<file path="src/rtl/clcd_pkg.sv">
// ----------------------------------------------------------------------------
// clcd_pkg
// shared types and constants of the character display text buffer
// ----------------------------------------------------------------------------
package clcd_pkg;

  localparam int DEFAULT_ROWS = 2;
  localparam int DEFAULT_COLS = 16;

  typedef enum logic [2:0] {
    OP_WRITE  = 3'd0,
    OP_CLEAR  = 3'd1,
    OP_EOL    = 3'd2,
    OP_UP     = 3'd3,
    OP_RIGHT  = 3'd4,
    OP_DOWN   = 3'd5,
    OP_LEFT   = 3'd6,
    OP_SETPOS = 3'd7
  } op_t;

  typedef enum logic [2:0] {
    ST_OK        = 3'd0,
    ST_UP_BOUND  = 3'd1,
    ST_RT_BOUND  = 3'd2,
    ST_DN_BOUND  = 3'd3,
    ST_LT_BOUND  = 3'd4,
    ST_OUT_BOUND = 3'd5,
    ST_BAD_CHAR  = 3'd6,
    ST_EOL_PAST  = 3'd7
  } status_t;

  typedef enum logic [2:0] {
    S_IDLE,
    S_EXEC,
    S_PAD,
    S_STORE,
    S_READ,
    S_RESP
  } state_t;

  typedef struct packed {
    op_t        op;
    logic       read_cell;
    logic [7:0] char_code;
    logic [7:0] target_row;
    logic [7:0] target_col;
    logic [4:0] cell_index;
  } cmd_t;

  typedef struct packed {
    status_t    status;
    logic       cursor_row;
    logic [3:0] cursor_col;
    logic [5:0] fill_length;
    logic [7:0] cell_char;
    logic       cell_filled;
  } result_t;

endpackage

</file>
<file path="src/rtl/char_lcd_text_buffer_cursor_core.sv">
// ----------------------------------------------------------------------------
// char_lcd_text_buffer_cursor_core
// character display text store with cursor, one command per request
// ----------------------------------------------------------------------------
//
//  channel | dir | handshake             | payload
//  --------+-----+-----------------------+-----------------------------------
//  in_     | in  | in_tvalid / in_tready | tuser op, read_cell; tdata char,
//          |     |                       | target row/col, cell index
//  out_    | out | out_tvalid/out_tready | tuser status, filled; tdata cursor,
//          |     |                       | fill length, cell char
//
//  a plain command steps from accept to the next accept through decode,
//  cell read issue, read data return into the output register, then ready
//  a character write adds a pad check step and a store step, plus a pad
//  write per padded cell (cursor address minus fill length), one at a time
//  through the single cell store port
//  reset clears cursor and fill length; the cell store needs no clearing pass
//  a stalled result holds in the output register while the next request is
//  taken; that request waits only in its final step for the register to free
//
module char_lcd_text_buffer_cursor_core
  import clcd_pkg::*;
#(
  parameter int ROWS = DEFAULT_ROWS,
  parameter int COLS = DEFAULT_COLS
) (
  input  logic        clk,
  input  logic        rst_n,
  input  logic        in_tvalid,
  output logic        in_tready,
  input  logic [31:0] in_tdata,   // char_code, target_row, target_col, cell_index, zero pad
  input  logic [3:0]  in_tuser,   // op, read_cell
  output logic        out_tvalid,
  input  logic        out_tready,
  output logic [23:0] out_tdata,  // cursor_row, cursor_col, fill_length, cell_char, zero pad
  output logic [3:0]  out_tuser   // status, cell_filled
);

  localparam int CELLS = ROWS * COLS;
  localparam int AW    = (CELLS > 1) ? $clog2(CELLS) : 1;

  cmd_t          cmd;
  result_t       res;
  logic          res_valid;
  logic          res_ready;
  logic          ram_en;
  logic          ram_we;
  logic [AW-1:0] ram_addr;
  logic [7:0]    ram_wdata;
  logic [7:0]    ram_rdata;

  logic    out_valid_r, out_valid_nxt;
  result_t out_res_r, out_res_nxt;

  // unpack the request
  always_comb begin
    cmd.op         = op_t'(in_tuser[2:0]);
    cmd.read_cell  = in_tuser[3];
    cmd.char_code  = in_tdata[7:0];
    cmd.target_row = in_tdata[15:8];
    cmd.target_col = in_tdata[23:16];
    cmd.cell_index = in_tdata[28:24];
  end

  clcd_ctrl #(
    .ROWS  (ROWS),
    .COLS  (COLS),
    .CELLS (CELLS),
    .AW    (AW)
  ) u_ctrl (
    .clk       (clk),
    .rst_n     (rst_n),
    .in_valid  (in_tvalid),
    .in_ready  (in_tready),
    .in_cmd    (cmd),
    .res_valid (res_valid),
    .res_ready (res_ready),
    .res       (res),
    .ram_en    (ram_en),
    .ram_we    (ram_we),
    .ram_addr  (ram_addr),
    .ram_wdata (ram_wdata),
    .ram_rdata (ram_rdata)
  );

  clcd_cell_ram #(
    .DEPTH (CELLS),
    .AW    (AW)
  ) u_ram (
    .clk   (clk),
    .en    (ram_en),
    .we    (ram_we),
    .addr  (ram_addr),
    .wdata (ram_wdata),
    .rdata (ram_rdata)
  );

  // output register, free when empty or being drained this cycle
  assign res_ready = !out_valid_r || out_tready;

  always_comb begin
    out_valid_nxt = out_valid_r;
    out_res_nxt   = out_res_r;
    if (out_valid_r && out_tready) out_valid_nxt = 1'b0;
    if (res_valid && res_ready) begin
      out_valid_nxt = 1'b1;
      out_res_nxt   = res;
    end
  end

  always_ff @(posedge clk) begin
    if (!rst_n) begin
      out_valid_r <= 1'b0;
    end else begin
      out_valid_r <= out_valid_nxt;
    end
  end

  always_ff @(posedge clk) begin
    out_res_r <= out_res_nxt;
  end

  assign out_tvalid = out_valid_r;
  assign out_tuser  = {out_res_r.cell_filled, out_res_r.status};
  assign out_tdata  = {5'd0, out_res_r.cell_char, out_res_r.fill_length,
                       out_res_r.cursor_col, out_res_r.cursor_row};

  // fill length never exceeds the grid
  a_fill_bound: assert property (@(posedge clk) disable iff (!rst_n)
    out_tvalid |-> (32'(out_tdata[10:5]) <= 32'(CELLS)))
    else $error("fill length beyond grid");

  // a filled cell implies a nonzero fill length
  a_filled_len: assert property (@(posedge clk) disable iff (!rst_n)
    (out_tvalid && out_tuser[3]) |-> (out_tdata[10:5] != 6'd0))
    else $error("filled cell with empty text");

  // reported cursor stays inside the grid
  a_cursor_grid: assert property (@(posedge clk) disable iff (!rst_n)
    out_tvalid |-> ((32'(out_tdata[4:1]) < 32'(COLS)) && (32'(out_tdata[0]) < 32'(ROWS))))
    else $error("cursor outside grid");

  // a filled cell implies a nonzero fill length unless the grid exceeds 63 cells
  a_filled_idx: assert property (@(posedge clk) disable iff (!rst_n)
    (out_tvalid && out_tuser[3]) |-> (out_tdata[10:5] != 6'd0 || CELLS > 63))
    else $error("filled flag without text");

endmodule

</file>
<file path="src/rtl/clcd_cell_ram.sv">
// ----------------------------------------------------------------------------
// clcd_cell_ram
// single port cell store, registered read data
// ----------------------------------------------------------------------------
module clcd_cell_ram
  import clcd_pkg::*;
#(
  parameter int DEPTH = DEFAULT_ROWS * DEFAULT_COLS,
  parameter int AW    = (DEPTH > 1) ? $clog2(DEPTH) : 1
) (
  input  logic          clk,
  input  logic          en,
  input  logic          we,
  input  logic [AW-1:0] addr,
  input  logic [7:0]    wdata,
  output logic [7:0]    rdata
);

  logic [7:0] mem [DEPTH];
  logic [7:0] rdata_r;

  always_ff @(posedge clk) begin
    if (en) begin
      if (we) begin
        mem[addr] <= wdata;
      end else begin
        rdata_r <= mem[addr];
      end
    end
  end

  assign rdata = rdata_r;

endmodule

</file>
<file path="src/rtl/clcd_ctrl.sv">
// ----------------------------------------------------------------------------
// clcd_ctrl
// command sequencer: cursor, fill length, padding sweep and cell access
// ----------------------------------------------------------------------------
module clcd_ctrl
  import clcd_pkg::*;
#(
  parameter int ROWS  = DEFAULT_ROWS,
  parameter int COLS  = DEFAULT_COLS,
  parameter int CELLS = ROWS * COLS,
  parameter int AW    = (CELLS > 1) ? $clog2(CELLS) : 1
) (
  input  logic          clk,
  input  logic          rst_n,
  input  logic          in_valid,
  output logic          in_ready,
  input  cmd_t          in_cmd,
  output logic          res_valid,
  input  logic          res_ready,
  output result_t       res,
  output logic          ram_en,
  output logic          ram_we,
  output logic [AW-1:0] ram_addr,
  output logic [7:0]    ram_wdata,
  input  logic [7:0]    ram_rdata
);

  localparam int RW = (ROWS > 1) ? $clog2(ROWS) : 1;
  localparam int CW = (COLS > 1) ? $clog2(COLS) : 1;
  localparam int LW = $clog2(CELLS + 1);
  localparam logic [7:0] SPACE = 8'h20;
  localparam logic [RW-1:0] ROW_LAST = RW'(ROWS - 1);
  localparam logic [CW-1:0] COL_LAST = CW'(COLS - 1);
  localparam logic [8:0] ROWS9  = 9'(ROWS);
  localparam logic [8:0] COLS9  = 9'(COLS);
  localparam logic [8:0] CELLS9 = 9'(CELLS);

  function automatic logic char_ok(input logic [7:0] c);
    logic ok;
    ok = (c >= "A" && c <= "Z") || (c >= "a" && c <= "z") || (c >= "0" && c <= "9");
    unique case (c)
      " ", ".", ":", ",", ";", "'", "\"", "(", ")",
      "!", "?", "+", "*", "/", "=", "<", ">", "-", "_": ok = 1'b1;
      default: ;
    endcase
    return ok;
  endfunction

  state_t        state_r, state_nxt;
  cmd_t          cmd_r, cmd_nxt;
  logic [RW-1:0] row_r, row_nxt;
  logic [CW-1:0] col_r, col_nxt;
  logic [LW-1:0] len_r, len_nxt;
  status_t       status_r, status_nxt;
  logic          hit_r, hit_nxt;

  logic [LW-1:0] pos;
  logic [RW-1:0] mr_row;
  logic [CW-1:0] mr_col;
  logic          mr_bound;

  // linear cursor address
  assign pos = LW'(row_r) * LW'(COLS) + LW'(col_r);

  // right step with wrap onto the next row
  always_comb begin
    mr_row   = row_r;
    mr_col   = col_r;
    mr_bound = 1'b0;
    if (col_r == COL_LAST && row_r < ROW_LAST) begin
      mr_col = '0;
      mr_row = row_r + RW'(1);
    end else if (col_r < COL_LAST) begin
      mr_col = col_r + CW'(1);
    end else begin
      mr_bound = 1'b1;
    end
  end

  always_ff @(posedge clk) begin
    if (!rst_n) begin
      state_r <= S_IDLE;
      row_r   <= '0;
      col_r   <= '0;
      len_r   <= '0;
    end else begin
      state_r <= state_nxt;
      row_r   <= row_nxt;
      col_r   <= col_nxt;
      len_r   <= len_nxt;
    end
  end

  always_ff @(posedge clk) begin
    cmd_r    <= cmd_nxt;
    status_r <= status_nxt;
    hit_r    <= hit_nxt;
  end

  always_comb begin
    state_nxt  = state_r;
    cmd_nxt    = cmd_r;
    row_nxt    = row_r;
    col_nxt    = col_r;
    len_nxt    = len_r;
    status_nxt = status_r;
    hit_nxt    = hit_r;
    in_ready   = 1'b0;
    res_valid  = 1'b0;
    ram_en     = 1'b0;
    ram_we     = 1'b0;
    ram_addr   = AW'(cmd_r.cell_index);
    ram_wdata  = cmd_r.char_code;

    unique case (state_r)
      S_IDLE: begin
        in_ready = 1'b1;
        if (in_valid) begin
          cmd_nxt   = in_cmd;
          state_nxt = S_EXEC;
        end
      end
      S_EXEC: begin
        status_nxt = ST_OK;
        state_nxt  = S_READ;
        if (!cmd_r.read_cell) begin
          unique case (cmd_r.op)
            OP_WRITE: begin
              if (!char_ok(cmd_r.char_code)) begin
                status_nxt = ST_BAD_CHAR;
              end else begin
                state_nxt = S_PAD;
              end
            end
            OP_CLEAR: begin
              len_nxt = '0;
              row_nxt = '0;
              col_nxt = '0;
            end
            OP_EOL: begin
              if (pos > len_r) begin
                status_nxt = ST_EOL_PAST;
              end else begin
                len_nxt = pos;
              end
            end
            OP_UP: begin
              if (row_r != '0) begin
                row_nxt = row_r - RW'(1);
              end else begin
                status_nxt = ST_UP_BOUND;
              end
            end
            OP_RIGHT: begin
              row_nxt = mr_row;
              col_nxt = mr_col;
              if (mr_bound) status_nxt = ST_RT_BOUND;
            end
            OP_DOWN: begin
              if (row_r < ROW_LAST) begin
                row_nxt = row_r + RW'(1);
              end else begin
                status_nxt = ST_DN_BOUND;
              end
            end
            OP_LEFT: begin
              if (col_r == '0 && row_r != '0) begin
                col_nxt = COL_LAST;
                row_nxt = row_r - RW'(1);
              end else if (col_r != '0) begin
                col_nxt = col_r - CW'(1);
              end else begin
                status_nxt = ST_LT_BOUND;
              end
            end
            OP_SETPOS: begin
              if ({1'b0, cmd_r.target_row} < ROWS9 && {1'b0, cmd_r.target_col} < COLS9) begin
                row_nxt = RW'(cmd_r.target_row);
                col_nxt = CW'(cmd_r.target_col);
              end else begin
                status_nxt = ST_OUT_BOUND;
              end
            end
          endcase
        end
      end
      S_PAD: begin
        // fill the gap below the cursor with spaces, one cell per cycle
        if (len_r < pos) begin
          ram_en    = 1'b1;
          ram_we    = 1'b1;
          ram_addr  = AW'(len_r);
          ram_wdata = SPACE;
          len_nxt   = len_r + LW'(1);
        end else begin
          state_nxt = S_STORE;
        end
      end
      S_STORE: begin
        ram_en   = 1'b1;
        ram_we   = 1'b1;
        ram_addr = AW'(pos);
        if (pos == len_r) len_nxt = len_r + LW'(1);
        row_nxt   = mr_row;
        col_nxt   = mr_col;
        if (mr_bound) status_nxt = ST_RT_BOUND;
        state_nxt = S_READ;
      end
      S_READ: begin
        hit_nxt = (9'(cmd_r.cell_index) < 9'(len_r)) && (9'(cmd_r.cell_index) < CELLS9);
        ram_en    = hit_nxt;
        state_nxt = S_RESP;
      end
      S_RESP: begin
        res_valid = 1'b1;
        if (res_ready) state_nxt = S_IDLE;
      end
      default: state_nxt = S_IDLE;
    endcase
  end

  always_comb begin
    res.status      = status_r;
    res.cursor_row  = 1'(row_r);
    res.cursor_col  = 4'(col_r);
    res.fill_length = 6'(len_r);
    res.cell_char   = hit_r ? ram_rdata : SPACE;
    res.cell_filled = hit_r;
  end

endmodule
</file>
<file path="config.mk">
export PLATFORM = sky130hd
export DESIGN_NAME = char_lcd_text_buffer_cursor_core
export DESIGN_NICKNAME = d
export VERILOG_FILES = /design/src/rtl/clcd_pkg.sv /design/src/rtl/char_lcd_text_buffer_cursor_core.sv /design/src/rtl/clcd_cell_ram.sv /design/src/rtl/clcd_ctrl.sv
export SDC_FILE = /design/constraint.sdc
export NUM_CORES = 1
export LEC_CHECK = 0
export BUFFER_PORTS_ARGS = -buffer_cell sky130_fd_sc_hd__buf_2
export CAP_MARGIN = 20
export CELL_PAD_IN_SITES_DETAIL_PLACEMENT = 1
export CELL_PAD_IN_SITES_GLOBAL_PLACEMENT = 1
export CORE_MARGIN = 2
export CORE_UTILIZATION = 53
export CTS_BUF_LIST = sky130_fd_sc_hd__clkbuf_4 sky130_fd_sc_hd__clkbuf_8
export CTS_CLUSTER_DIAMETER = 40
export DETAILED_ROUTE_END_ITERATION = 8
export PLACE_DENSITY = 0.9
export SLEW_MARGIN = 20
export SYNTH_ARGS = -nofsm -noshare
export SYNTH_HDL_FRONTEND = slang
export SYNTH_SLANG_ARGS = --single-unit
export TNS_END_PERCENT = 5
</file>
<file path="constraint.sdc">
create_clock -name clk -period 4.7 [get_ports clk]
set_input_delay 0.235 -clock clk [delete_from_list [all_inputs] [get_ports clk]]
set_output_delay 0.235 -clock clk [all_outputs]
set_load 0.05 [all_outputs]
</file>
# After elaboration in Yosys (flattened, before gate mapping)

Memories as Yosys holds them, arrays and structs flattened. A register that Yosys moved wholly into a read port is not among the register bits.
Index checks and enable logic that the tools add are counted.

Bits in registers: 75
Bits in writable memories: 256
Bits of input ports: 40
Output and inout port bits: 30
Word-level logic and storage cells: 176
Memories: 1

$add $sub $neg: 6
$lt $le $gt $ge: 13
Eq/ne operators: 48
Mux-type cells: 61
Bitwise logic cells: 1
Reductions and logical operators: 27

Memories:

| name      | depth | width | rd ports | clocked after Yosys merged registers in | write ports | RTL line            | text |
|---|---|---|---|---|---|---|---|
| u_ram.mem | 32    | 8     | 1        | 1                                       | 1           | clcd_cell_ram.sv:19 | `logic [7:0] mem [DEPTH];` |

Operator list:

| cell                 | count |
|---|---|
| $eq A8 B6 Y1 const B | 18 |
| $mux W3              | 13 |
| $mux W4              | 6 |
| $mux W6              | 4 |
| $mux W1              | 21 |
| $pmux W3 S7          | 1 |
| $reduce_or A19 Y1    | 1 |
| $eq A3 B3 Y1 const B | 6 |
| $pmux W3 S6          | 1 |
| $pmux W6 S3          | 1 |
| $ge A8 B7 Y1 const B | 2 |
| $le A8 B7 Y1 const B | 2 |
| $mux W8              | 2 |
| $pmux W4 S4          | 1 |
| $eq A3 B2 Y1 const B | 4 |
| $pmux W6 S2          | 1 |
| $reduce_and A6 Y1    | 2 |
| $pmux W5 S2          | 1 |
| $ne A3 B2 Y1 const B | 3 |
| $eq A8 B7 Y1 const B | 1 |
| $ge A8 B6 Y1 const B | 1 |
| $le A8 B6 Y1 const B | 1 |
| $logic_and A1 B1 Y1  | 8 |
| $lt A8 B2 Y1 const B | 1 |
| other kinds (39)     | 54 |

# Logic depth before layout (Yosys ltp)

Gate-level depths: netlist (run 1).

Depth after elaboration: 12
Gate-level depth with buffers: 15
Gate-level depth less buffers: 11

# By module

A second synthesis (run 1) with hierarchy kept.

Cells, all modules: 907
Area total of the unflattened synthesis: 14118.5 µm²

Modules (own cells, without submodules):

| module                           | instances | cells each | area an instance (µm²) | seq. area each (µm²) |
|---|---|---|---|---|
| clcd_cell_ram                    | 1         | 580        | 10327.4                | 7927.6 |
| clcd_ctrl                        | 1         | 293        | 3001.6                 | 1391.3 |
| char_lcd_text_buffer_cursor_core | 1         | 34         | 789.5                  | 710.7 |

# Least setup slack after synthesis (run 1)

No wires, ideal clock.

Kind: register to register
Start point: reg u_ctrl.col_r[0]
End point: mem u_ram.mem[0][0], enable pin
Setup time: 0.371 ns
Data arrival time: 3.079 ns
Path slack: 1.250 ns
Cell stages (with the launch flop): 13
Buffers on the path: 4
Clock period less this slack: 3.450 ns
Path through: dfxtp_1 -> clkbuf_1 -> inv_1 -> ha_1 -> a31o_1 -> a21o_1 -> buf_6 -> mux2i_1 -> nor2_1 -> buf_2 -> buf_1 -> nand4_1 -> nor2_1

Longest elaborated chain between the ends: 7
Elaborated cells on any way between the ends: 10
Classes of those cells: add/sub (1); order compare (1); mux (8)

Ends and longest elaborated chain:

| what                          | RTL line            | text |
|---|---|---|
| start: declaration            | clcd_ctrl.sv:52     | `logic [CW-1:0] col_r, col_nxt;` |
| start signal: assignment      | clcd_ctrl.sv:89     | `col_r <= col_nxt;` |
| $add A5 B4 Y6 (*)             | clcd_ctrl.sv:63     | `assign pos = LW'(row_r) * LW'(COLS) + LW'(col_r);` |
| $lt A6 B6 Y1                  | clcd_ctrl.sv:189    | `if (len_r < pos) begin` |
| $mux W1                       | clcd_ctrl.sv:189    |  |
| $pmux W1 S2                   | clcd_ctrl.sv:115    | `unique case (state_r)` |
| $mux W1                       | clcd_cell_ram.sv:24 | `if (we) begin` |
| $mux W1                       | clcd_cell_ram.sv:23 | `if (en) begin` |
| $mux W1 (implied by the code) | clcd_cell_ram.sv:25 | `mem[addr] <= wdata;` |
| end: declaration              | clcd_cell_ram.sv:19 |  |

Every way passes the cells marked *; elsewhere a longest branch is shown, timed or not.

# Final worst setup path (run 1)

Start point: reg u_ctrl.len_r[2]
End point: reg u_ram.rdata_r[5] (netlist: u_ram.rdata[5]) (read register of u_ram.mem), data pin

Longest elaborated chain between the ends: 5
Elaborated cells on any way between the ends: 9
Classes of those cells: order compare (2); mux (5); bitwise (1); reduce/logical (1)

Ends and longest elaborated chain:

| what                               | RTL line            | text |
|---|---|---|
| start: declaration                 | clcd_ctrl.sv:53     | `logic [LW-1:0] len_r, len_nxt;` |
| start signal: assignment           | clcd_ctrl.sv:90     | `len_r <= len_nxt;` |
| $lt A6 B6 Y1                       | clcd_ctrl.sv:189    |  |
| $mux W1                            | clcd_ctrl.sv:189    |  |
| $pmux W1 S2                        | clcd_ctrl.sv:115    |  |
| $not A1 Y1 (no source line)        | n/a                 |  |
| $reduce_and A2 Y1 (no source line) | n/a                 |  |
| end: declaration                   | clcd_cell_ram.sv:20 | `logic [7:0] rdata_r;` |

Parallel ways exist; a longest one is shown, timed or not.
A chain may end at the register's enable or synchronous reset.

==> flow_summary.yaml, run 1 <==
final_layout:
  fin_util: 0.6366
  fillers: 2489
  syn2layout_area_growth_pct: 18.35
  drive_gt1_frac: 0.2102
  final_nets: 1190
  layout.cells.non_filler: 1516
cts:
  cts-hold-fix-buffers: 34
  cts_tree: "built"
  clk_pin_slew_ns: 0.07
  root_buffer: "clkbuf_8"
  clk_latency_ns: 0.60
  cts.repair.resized: 0
  numClockSinks: 339
  cts_made_buffers: 54
  clockBufferDepth: 3
  htree_levels: 2
  cts_setup_buffers: 0
timing:
  finalMaxSlewViolations: 0
  clock_skew_ns: 0.04473
  fin_crit_sh: 0.9222
  max_freq_mhz: 230.7
  max-slew-margin-rel: 0.4047
  hold_viol: 0
  period_needed_ns: 4.334
  setup_viol: 0
  rsz0062_at_grt: "no"
  worst_pin_slew_ns: 0.8896
  setup_tns_ns: 0
logic_synthesis:
  yosysMostFrequentCell: "edfxtp_1"
  synth_top_area_frac: 0.6962
  synth_edf_count: 324
  yosys_warnings: 0
  avgSynthCellArea_sq_um: 14.47
  synthArstFlopShare: 0
  synth_area_leaders: "edfxtp_1, mux2i_1, a221oi_1"
  yosys_most_used_dff: "edfxtp_1"
  yosysUniqueCellTypes: 58
  yosys.area.top_type: "edfxtp_1"
  synthCells: 966
  yosysSeqAreaShare: 0.7176
  ys_ff_latch: 339
  ys_top_cells_by_count: "edfxtp_1, nand2_1, a21oi_1"
  syn_area_sq_um: 13980
global_route:
  grt_pass1_wl_um: 64330
  grt_max_degree: 40
  grt-ovfl-total: 0
  grt_pass1_vias: 10340
  grt_use_total: 0.3072
  antenna_found_initial: 1
detailed_routing:
  drt-total-wl_um: 42180
  vias: 9660
  ant_nets: 0
  vias_per_cell: 6.372
  drt_first_pass_iters: 7
  wl_per_cell_um: 27.82
  drt_iter0_markers: 973
  drc: 0
setup_path:
  cp-end-kind: "flip-flop"
  crit_type: "reg -> reg"
  crit_top_cell: "a221oi_1"
  cp_max_fo: 12
  cp_slowest_cell: "nor4_1"
  cp.arrival_ns: 4.62
  cp-start-kind: "flip-flop"
  crit_buf_inv: 2
  worstPathRequired_ns: 4.99
  critPathMaxStageDelay_ns: 0.62
  cp_cell_sequence: "inv_1 > ha_1 > and4b_4 > a31o_1 > a21o_1 > buf_4 > a32o_1 > a221oi_1 > or3_1 > a221oi_1 > nor4_1 > nand2_1"
  cp_top_family: "simple AND/OR/NAND/NOR gates"
placement:
  dp.cells: 1382
  port_buffers: 61
  dpl.hpwl_um: 25090
  gp_congestion: 0.8474
pwr:
  p_int_w: 0.005045
  power.density_nw_per_um2: 415.4
  power_frac_comb: 0.133
  p_sw_w: 0.001827
  pwr-share-clk: 0.369
  irDropWorstVdd_mv: 0.4100
  p_leak_nw: 5.808
  switching_share: 0.2658
  seqPwrFrac: 0.499
floorplan:
  start_util: 0.5378
  dieArea_sq_um: 27680
  boundaryPins: 70
  die-height_um: 166.4
  core_sq_um: 25980
  rows: 59
  die_w_um: 166.4
job:
  cap_violations: 0
worst_hold_path:
  holdCritPathClass: "in -> reg"
outcome:
  status: "finished, final reports clean"
==> per-stage QoR <==
step           cell area (sq um)  setup WS (ns)  hold WS (ns)  power [W]
6_report                   16540         0.3658        0.1021   0.006872
3_3_place_gp               15120         0.7629        0.4050   0.004259
5_1_grt                    16540         0.1692        0.1314   0.007073
3_5_place_dp               15120         0.5500        0.4133   0.004325
4_1_cts                    16530         0.4954       0.04893   0.006838
2_1_floorplan              13990          1.250        0.3339   0.004005
==> layer usage <==
metal | vias up | share of wire | global-route usage
met5 | - | 0 | 0
met4 | 0 | 0.047 | 0.1349
met3 | 148 | 0.068 | 0.04981
met2 | 518 | 0.51 | 0.5429
met1 | 4863 | 0.37 | 0.3735
li1 | 4131 | - | -
==> path summary, 6_finish.rpt <==
kind                            from        endpoint  slack (ns)  cells after the start
hold reg to reg   u_ctrl.status_r[2]    out_tuser[2]        0.45                      0
setup reg to reg     u_ctrl.len_r[2]  u_ram.rdata[5]        0.37                     12
hold / removal            out_tready      out_tvalid        0.10                      3
setup / recovery     u_ctrl.len_r[2]  u_ram.rdata[5]        0.37                     12
==> registers in the layout (all words and copies together) (netlist names) <==
| signal | cells |
|---|---|
| out_tdata | 19 |
| u_ctrl.row_r | 1 |
| u_ctrl.len_r | 6 |
| u_ctrl.status_r | 3 |
| u_ctrl.cmd_r | 33 |
| u_ram.mem | 256 |
| out_tvalid | 1 |
| out_tuser | 4 |
| u_ctrl.col_r | 4 |
| u_ctrl.state_r | 3 |
| u_ctrl.hit_r | 1 |
| u_ram.rdata | 8 |
==> layout make-up <==
class	instances	area [sq um]	area share
antenna	1	2.502	0.0001513
clock buffer	73	898.4	0.05431
clock inverter	26	175.2	0.01059
inverter	11	41.29	0.002496
multi-input combinational	555	3659	0.2212
sequential	339	10030	0.6064
tap	335	419.2	0.02534
timing repair buffer	176	1316	0.07958
==> power by group through the flow <==
| stage | sequential, W | combinational [W] | clock [W] |
|---|---|---|---|
| floorplan | 0.00348 | 0.000530 | 0 |
| global placement | 0.00348 | 0.000782 | 0 |
| detailed placement | 0.00348 | 0.000843 | 0 |
| CTS | 0.00342 | 0.000883 | 0.00253 |
| global route | 0.00343 | 0.000965 | 0.00268 |
| finish | 0.00343 | 0.000912 | 0.00253 |
==> cell usage in the layout (no fill, tap or decap), types with 7 or more instances in the layout <==
cell type	netlist	layout
edfxtp_1	324	324
nand2_1	98	98
a21oi_1	80	80
buf_4	9	76
mux2i_1	69	69
buf_2	11	61
a221oi_1	60	60
clkbuf_8	0	56
nor2_1	55	54
dlygate4sd3_1	0	34
nor4_1	18	18
clkinv_1	1	17
clkbuf_4	0	17
nand3_1	15	15
dfxtp_1	15	15
o21ai_0	14	14
ha_1	13	13
nor3_1	10	10
inv_1	10	10
and2_1	10	10
nor2b_1	16	8
nand2b_1	7	7
nor2b_2	0	7
a221oi_2	8	7
==> worst register-to-register path: stages (launching register included) <==
cell      delay (ns)
dfxtp_1         0.45
inv_1           0.17
ha_1            0.33
and4b_4         0.22
a31o_1          0.25
a21o_1          0.19
buf_4           0.18
a32o_1          0.25
a221oi_1        0.42
or3_1           0.52
a221oi_1        0.18
nor4_1          0.62
nand2_1         0.24
==> cell families after synthesis <==
kind of cell             synth area share
flip-flops                         0.7176
AND/OR/NAND/NOR                   0.08595
AO/OA/AOI/OAI                      0.1077
buffers and inverters             0.02489
multiplexers                      0.04942
adder cells (fa/ha/maj)           0.01164
XOR/XNOR                         0.002507
other                           0.0002683
Note: power is estimated with default switching activity, not from simulation.
==> inputs of run 2 (changes only) <==
- CORE_UTILIZATION: 53 -> 55
- PLACE_DENSITY: 0.9 -> 0.93
- RECOVER_POWER: unset -> 100
- clock period: 4.7 -> 5.6 ns (I/O delays scaled with it)
==> run 2 against run 1 <==
The run now ends with max-capacitance violations, max-slew violations left; register-to-register slack got worse by 0.03 ns; sequential share of layout area increased by 2.7 points; critical path depth decreased by 5; clock skew increased by 0.0034 ns; fmax fell by 18%; count of clock-buffer cells in the layout decreased by 6; non-clock buffer count shrank 68; sequential cell count unchanged; via count grew 0.23%; utilization decreased by 0.41 points; sequential power is 16% lower; critical endpoint is now u_ram.mem[7][3].
==> flow_summary.yaml, run 2 (synthesized netlist as in run 1, its figures left out) <==
placement:
  dpl.hpwl_um: 23310
  gp_congestion: 0.8591
  pre_cts_ws_ns: 0.9731
  port_buffers: 61
  place_area_sq_um: 14580
timing:
  setup_viol: 0
  setup_tns_ns: 0
  holdWs_ns: 0.07339
  fin_crit_sh: 0.9404
  hold_viol: 0
  clock_skew_ns: 0.04812
  rsz0062_at_grt: "no"
  finalMaxSlewViolations: 248
  max_freq_mhz: 189.9
  worst_pin_slew_ns: 2.718
  max-slew-margin-rel: -0.8159
  period_needed_ns: 5.266
  layout_setup_ws_ns: 0.3339
pwr:
  pwr-share-clk: 0.375
  seqPwrFrac: 0.505
  switching_share: 0.2781
  irDropWorstVdd_mv: 0.2296
  p_leak_nw: 5.269
  p_sw_w: 0.001591
  power.density_nw_per_um2: 361.3
  power_frac_comb: 0.121
  p_int_w: 0.004130
setup_path:
  cp-start-kind: "flip-flop"
  cp_max_fo: 29
  crit_type: "reg -> reg"
  cp-end-kind: "flip-flop"
  cp.arrival_ns: 5.26
  worstPathRequired_ns: 5.60
detailed_routing:
  drt_first_pass_iters: 5
  vias_per_cell: 6.728
  ant_nets: 0
  wl_met2_um: 21590
  drt-met1-wl_um: 15540
  wl_per_cell_um: 29.97
  highest_layer: "met5"
  vias: 9682
  drt-total-wl_um: 43130
  wl_met3_um: 3158
  drt_iter0_markers: 1129
  drc: 0
final_layout:
  layout_commonest_cell: "edfxtp_1"
  drive_gt1_frac: 0.1100
  top_register: "u_ram.mem"
  final_cell_mix: "edfxtp_1, nand2_1, a21oi_1"
  largest_register_ff_count: 256
  stdcell_area_sq_um: 15840
  syn2layout_area_growth_pct: 13.30
  regArea_sq_um: 10030
  fillers: 2387
  diodes: 0
  fin_util: 0.6325
  multi_input_area_sq_um: 3643
  final_nets: 1122
floorplan:
  dieArea_sq_um: 26700
  die_w_um: 163.4
  rows: 58
  start_util: 0.5582
  core_sq_um: 25040
  boundaryPins: 70
  die-height_um: 163.4
cts:
  cts_made_buffers: 54
  clk_pin_slew_ns: 0.07
  htree_levels: 2
  cts_tree: "built"
  clk_latency_ns: 0.64
  cts_setup_buffers: 0
  cts.repair.resized: 0
  cts-hold-fix-buffers: 33
  clockBufferDepth: 3
  numClockSinks: 339
  root_buffer: "clkbuf_8"
global_route:
  grt_pass1_wl_um: 64340
  grt_pass1_vias: 10170
  grt_max_degree: 129
  grt_use_total: 0.3292
  antenna_found_initial: 1
  grt-ovfl-total: 0
outcome:
  status: "complete, but fails checks"
  violations: "max-capacitance violations, max-slew violations"
job:
  cap_violations: 9
worst_hold_path:
  holdCritPathClass: "in -> reg"
-- run 2: metal layers --
layer	GRT usage	vias up
li1	-	3982
met1	0.3961	4861
met2	0.5631	628
met3	0.06323	209
met4	0.1754	2
met5	0	-
-- run 2: worst paths after layout --
path | cells after the start | from | endpoint | slack, ns
max | 7 | u_ctrl.col_r[3] | u_ram.mem[7][3] | 0.33
max reg2reg | 7 | u_ctrl.col_r[3] | u_ram.mem[7][3] | 0.33
min | 2 | rst_n | u_ctrl.col_r[3] | 0.07
min reg2reg | 0 | u_ctrl.status_r[0] | out_tuser[0] | 0.46
-- run 2: worst max-delay path, stage by stage (launching register included) --
cell	delay, ns
dfxtp_1	0.70
ha_1	0.38
and3_1	0.16
a211oi_1	0.40
a21o_1	0.45
nor3_1	0.15
clkbuf_1	0.31
nor2b_1	2.08
-- run 2: through the flow --
stage                     instances  total power [W]
after global routing           1439         0.005858
after floorplan                 970         0.003362
after CTS                      1439         0.005605
final                          1439         0.005722
after global placement         1310         0.003508
after detailed placement       1310         0.003563
-- run 2: power by group through the flow --
stage / registers, W / clock network [W] / logic, W
after floorplan: 0.00292 / 0 / 0.000445
after global placement: 0.00292 / 0 / 0.000585
after detailed placement: 0.00293 / 0 / 0.000634
after CTS: 0.00288 / 0.00207 / 0.000662
after global routing: 0.00289 / 0.00224 / 0.000727
final: 0.00289 / 0.00214 / 0.000691
-- run 2: layout make-up --
cell class | count | share of cell area
clock buffer | 67 | 0.05349
clock inverter | 29 | 0.01146
tap | 330 | 0.02607
multi-input combinational | 555 | 0.2301
sequential | 339 | 0.6334
inverter | 11 | 0.002607
timing repair buffer | 108 | 0.04290
==> inputs of run 3 (changes only) <==
- PLACE_DENSITY: 0.93 -> 0.92
- SYNTH_HIERARCHICAL: unset -> 1
==> run 3 against run 2 <==
The flow still finishes with violations (max-capacitance violations, max-slew violations); critical path type unchanged; critical path depth rose by 6; non-clock buffer count grew 26; sequential power hardly changed; count of clock-buffer cells in the layout up 13; register-to-register slack worse by 0.32 ns.
==> flow_summary.yaml, run 3 <==
outcome:
  status: "complete, but fails checks"
  violations: "max-capacitance violations, max-slew violations"
logic_synthesis:
  synth_edf_count: 324
  synth_area_leaders: "edfxtp_1, mux2i_1, o22ai_1"
  yosys_warnings: 6
  syn_area_sq_um: 14120
  yosysMostFrequentCell: "edfxtp_1"
  yosysUniqueCellTypes: 75
  yosys_most_used_dff: "edfxtp_1"
  yosys.area.top_type: "edfxtp_1"
  yosysSeqAreaShare: 0.7104
  synth_top_area_frac: 0.6891
  synthCells: 907
  avgSynthCellArea_sq_um: 15.57
  synthArstFlopShare: 0
  ys_ff_latch: 339
  ys_top_cells_by_count: "edfxtp_1, mux2i_1, o22ai_1"
detailed_routing:
  vias: 9961
  drt_iter0_markers: 1534
  vias_per_cell: 7.065
  wl_per_cell_um: 34.47
  drt-total-wl_um: 48610
  ant_nets: 0
  drc: 0
  drt_first_pass_iters: 7
cts:
  cts_made_buffers: 53
  htree_levels: 2
  cts_tree: "built"
  numClockSinks: 339
  clk_pin_slew_ns: 0.07
  clk_latency_ns: 0.61
  clockBufferDepth: 3
  root_buffer: "clkbuf_8"
  cts_setup_buffers: 0
placement:
  dpl.hpwl_um: 24690
  port_buffers: 61
  gp_congestion: 0.8374
timing:
  hold_viol: 0
  setup_tns_ns: 0
  finalMaxSlewViolations: 318
  period_needed_ns: 5.586
  fin_crit_sh: 0.9975
  setup_viol: 0
  holdWs_ns: 0.04914
  clock_skew_ns: 0.04080
  worst_pin_slew_ns: 2.178
  max-slew-margin-rel: -0.4525
  rsz0062_at_grt: "no"
  max_freq_mhz: 179.0
final_layout:
  top_register: "u_ram/mem"
  syn2layout_area_growth_pct: 13.51
  fillers: 2316
  layout_commonest_cell: "edfxtp_1"
  fin_util: 0.6364
  final_cell_mix: "edfxtp_1, mux2i_1, o22ai_1"
  largest_register_ff_count: 256
  final_nets: 1094
  drive_gt1_frac: 0.1251
floorplan:
  rows: 58
  core_sq_um: 25180
  die-height_um: 164.2
  boundaryPins: 70
  start_util: 0.5607
  dieArea_sq_um: 26970
  die_w_um: 164.2
setup_path:
  crit_type: "reg -> reg"
  cp-end-kind: "flip-flop"
  cp_max_fo: 21
  cp-start-kind: "flip-flop"
  cp.arrival_ns: 5.87
  worstPathRequired_ns: 5.88
pwr:
  p_leak_nw: 5.717
  power.density_nw_per_um2: 362.4
  p_int_w: 0.004207
  p_sw_w: 0.001601
  switching_share: 0.2756
  power_frac_comb: 0.125
  totalPowerFinal_w: 0.005808
  irDropWorstVdd_mv: 0.3039
  pwr-share-clk: 0.376
  seqPwrFrac: 0.499
global_route:
  grt_pass1_vias: 10290
  grt_max_degree: 33
  grt-ovfl-total: 0
  antenna_found_initial: 0
  grt_use_total: 0.3650
  grt_pass1_wl_um: 70590
worst_hold_path:
  holdCritPathClass: "in -> reg"
job:
  cap_violations: 11
-- run 3: cell types whose count changed in the layout (fill, tap and decap cells not counted), sizes merged, moves of 11 or more --
| cell | previous run | this run |
|---|---|---|
| a21oi | 80 | 19 |
| a221oi | 68 | 4 |
| clkbuf | 113 | 143 |
| clkinv | 25 | 10 |
| mux2i | 69 | 130 |
| nand2 | 98 | 28 |
| nor2 | 55 | 44 |
| nor2b | 16 | 5 |
| o22ai | 3 | 65 |
-- run 3: power groups by stage --
stage,Clock (W),Sequential [W],Combinational [W]
floorplan,0,0.00293,0.000437
CTS,0.00216,0.00289,0.000696
detailed placement,0,0.00294,0.000641
global route,0.00228,0.00290,0.000742
finish,0.00218,0.00290,0.000728
global placement,0,0.00293,0.000588
-- run 3: final cells by class --
cell class              instances  area, sq um  area share
flip-flops and latches        339        10030      0.6258
multi-input cells             494         3657      0.2282
clock buffers                  80        950.9     0.05933
repair buffers                134        815.8     0.05090
well taps                     330        412.9     0.02576
clock inverters                13        86.33    0.005387
inverters                      19        71.32    0.004450
diodes                          1        2.502   0.0001561
-- run 3: worst paths after layout --
path                                         to                from  slack (ns)  cells past startpoint
worst max-delay path             u_ram/rdata[6]     u_ctrl/col_r[1]        0.01                     13
worst min-delay path            u_ctrl/len_r[5]               rst_n        0.05                      2
worst max register to register   u_ram/rdata[6]     u_ctrl/col_r[1]        0.01                     13
worst min register to register     out_tuser[0]  u_ctrl/status_r[0]        0.45                      0
-- run 3: per-stage QoR --
stage | cells | instance area (sq um) | setup slack (ns)
finish | 1410 | 16030 | 0.01420
floorplan | 911 | 14130 | 1.792
global placement | 1282 | 14830 | 1.163
CTS | 1409 | 16210 | 0.5263
detailed placement | 1282 | 14830 | 0.8162
global route | 1409 | 16020 | 0.07012
-- run 3: kinds of logic (layout without fill, tap and decap cells) --
family	Yosys count	in the layout	share of synthesized area
compound gates	157	157	0.07825
xor+xnor	3	3	0.001861
fa+ha+maj	13	13	0.01152
buf+inv	78	246	0.02916
flops	339	339	0.7104
mux	130	130	0.09217
other cells	1	6	0.0002656
simple gates	186	186	0.07639
-- run 3: layer usage --
metal,up-vias,share of wire,track usage
met5,-,0,0
met4,0,0.063,0.1950
met3,236,0.10,0.07449
met2,871,0.49,0.6158
met1,5006,0.35,0.4426
li1,3848,-,-
-- run 3: worst max-delay path, stage by stage, from the launching register on --
cell	delay [ns]
dfxtp_1	0.59
inv_1	0.24
ha_1	0.38
nor2b_1	0.20
o21bai_4	0.16
nand2_1	0.28
nor2_1	0.50
a22oi_1	0.22
o21ai_4	0.63
clkbuf_4	0.57
mux2i_1	0.27
o22ai_1	0.17
nor4_1	0.79
nand2_1	0.25
-- run 3: timing repair --
action                                  4_1_cts  5_1_grt
endpoints found under the setup margin        0        0
endpoints found under the hold margin        34        0
gates resized for setup                       0        0
hold buffers                                 34        0
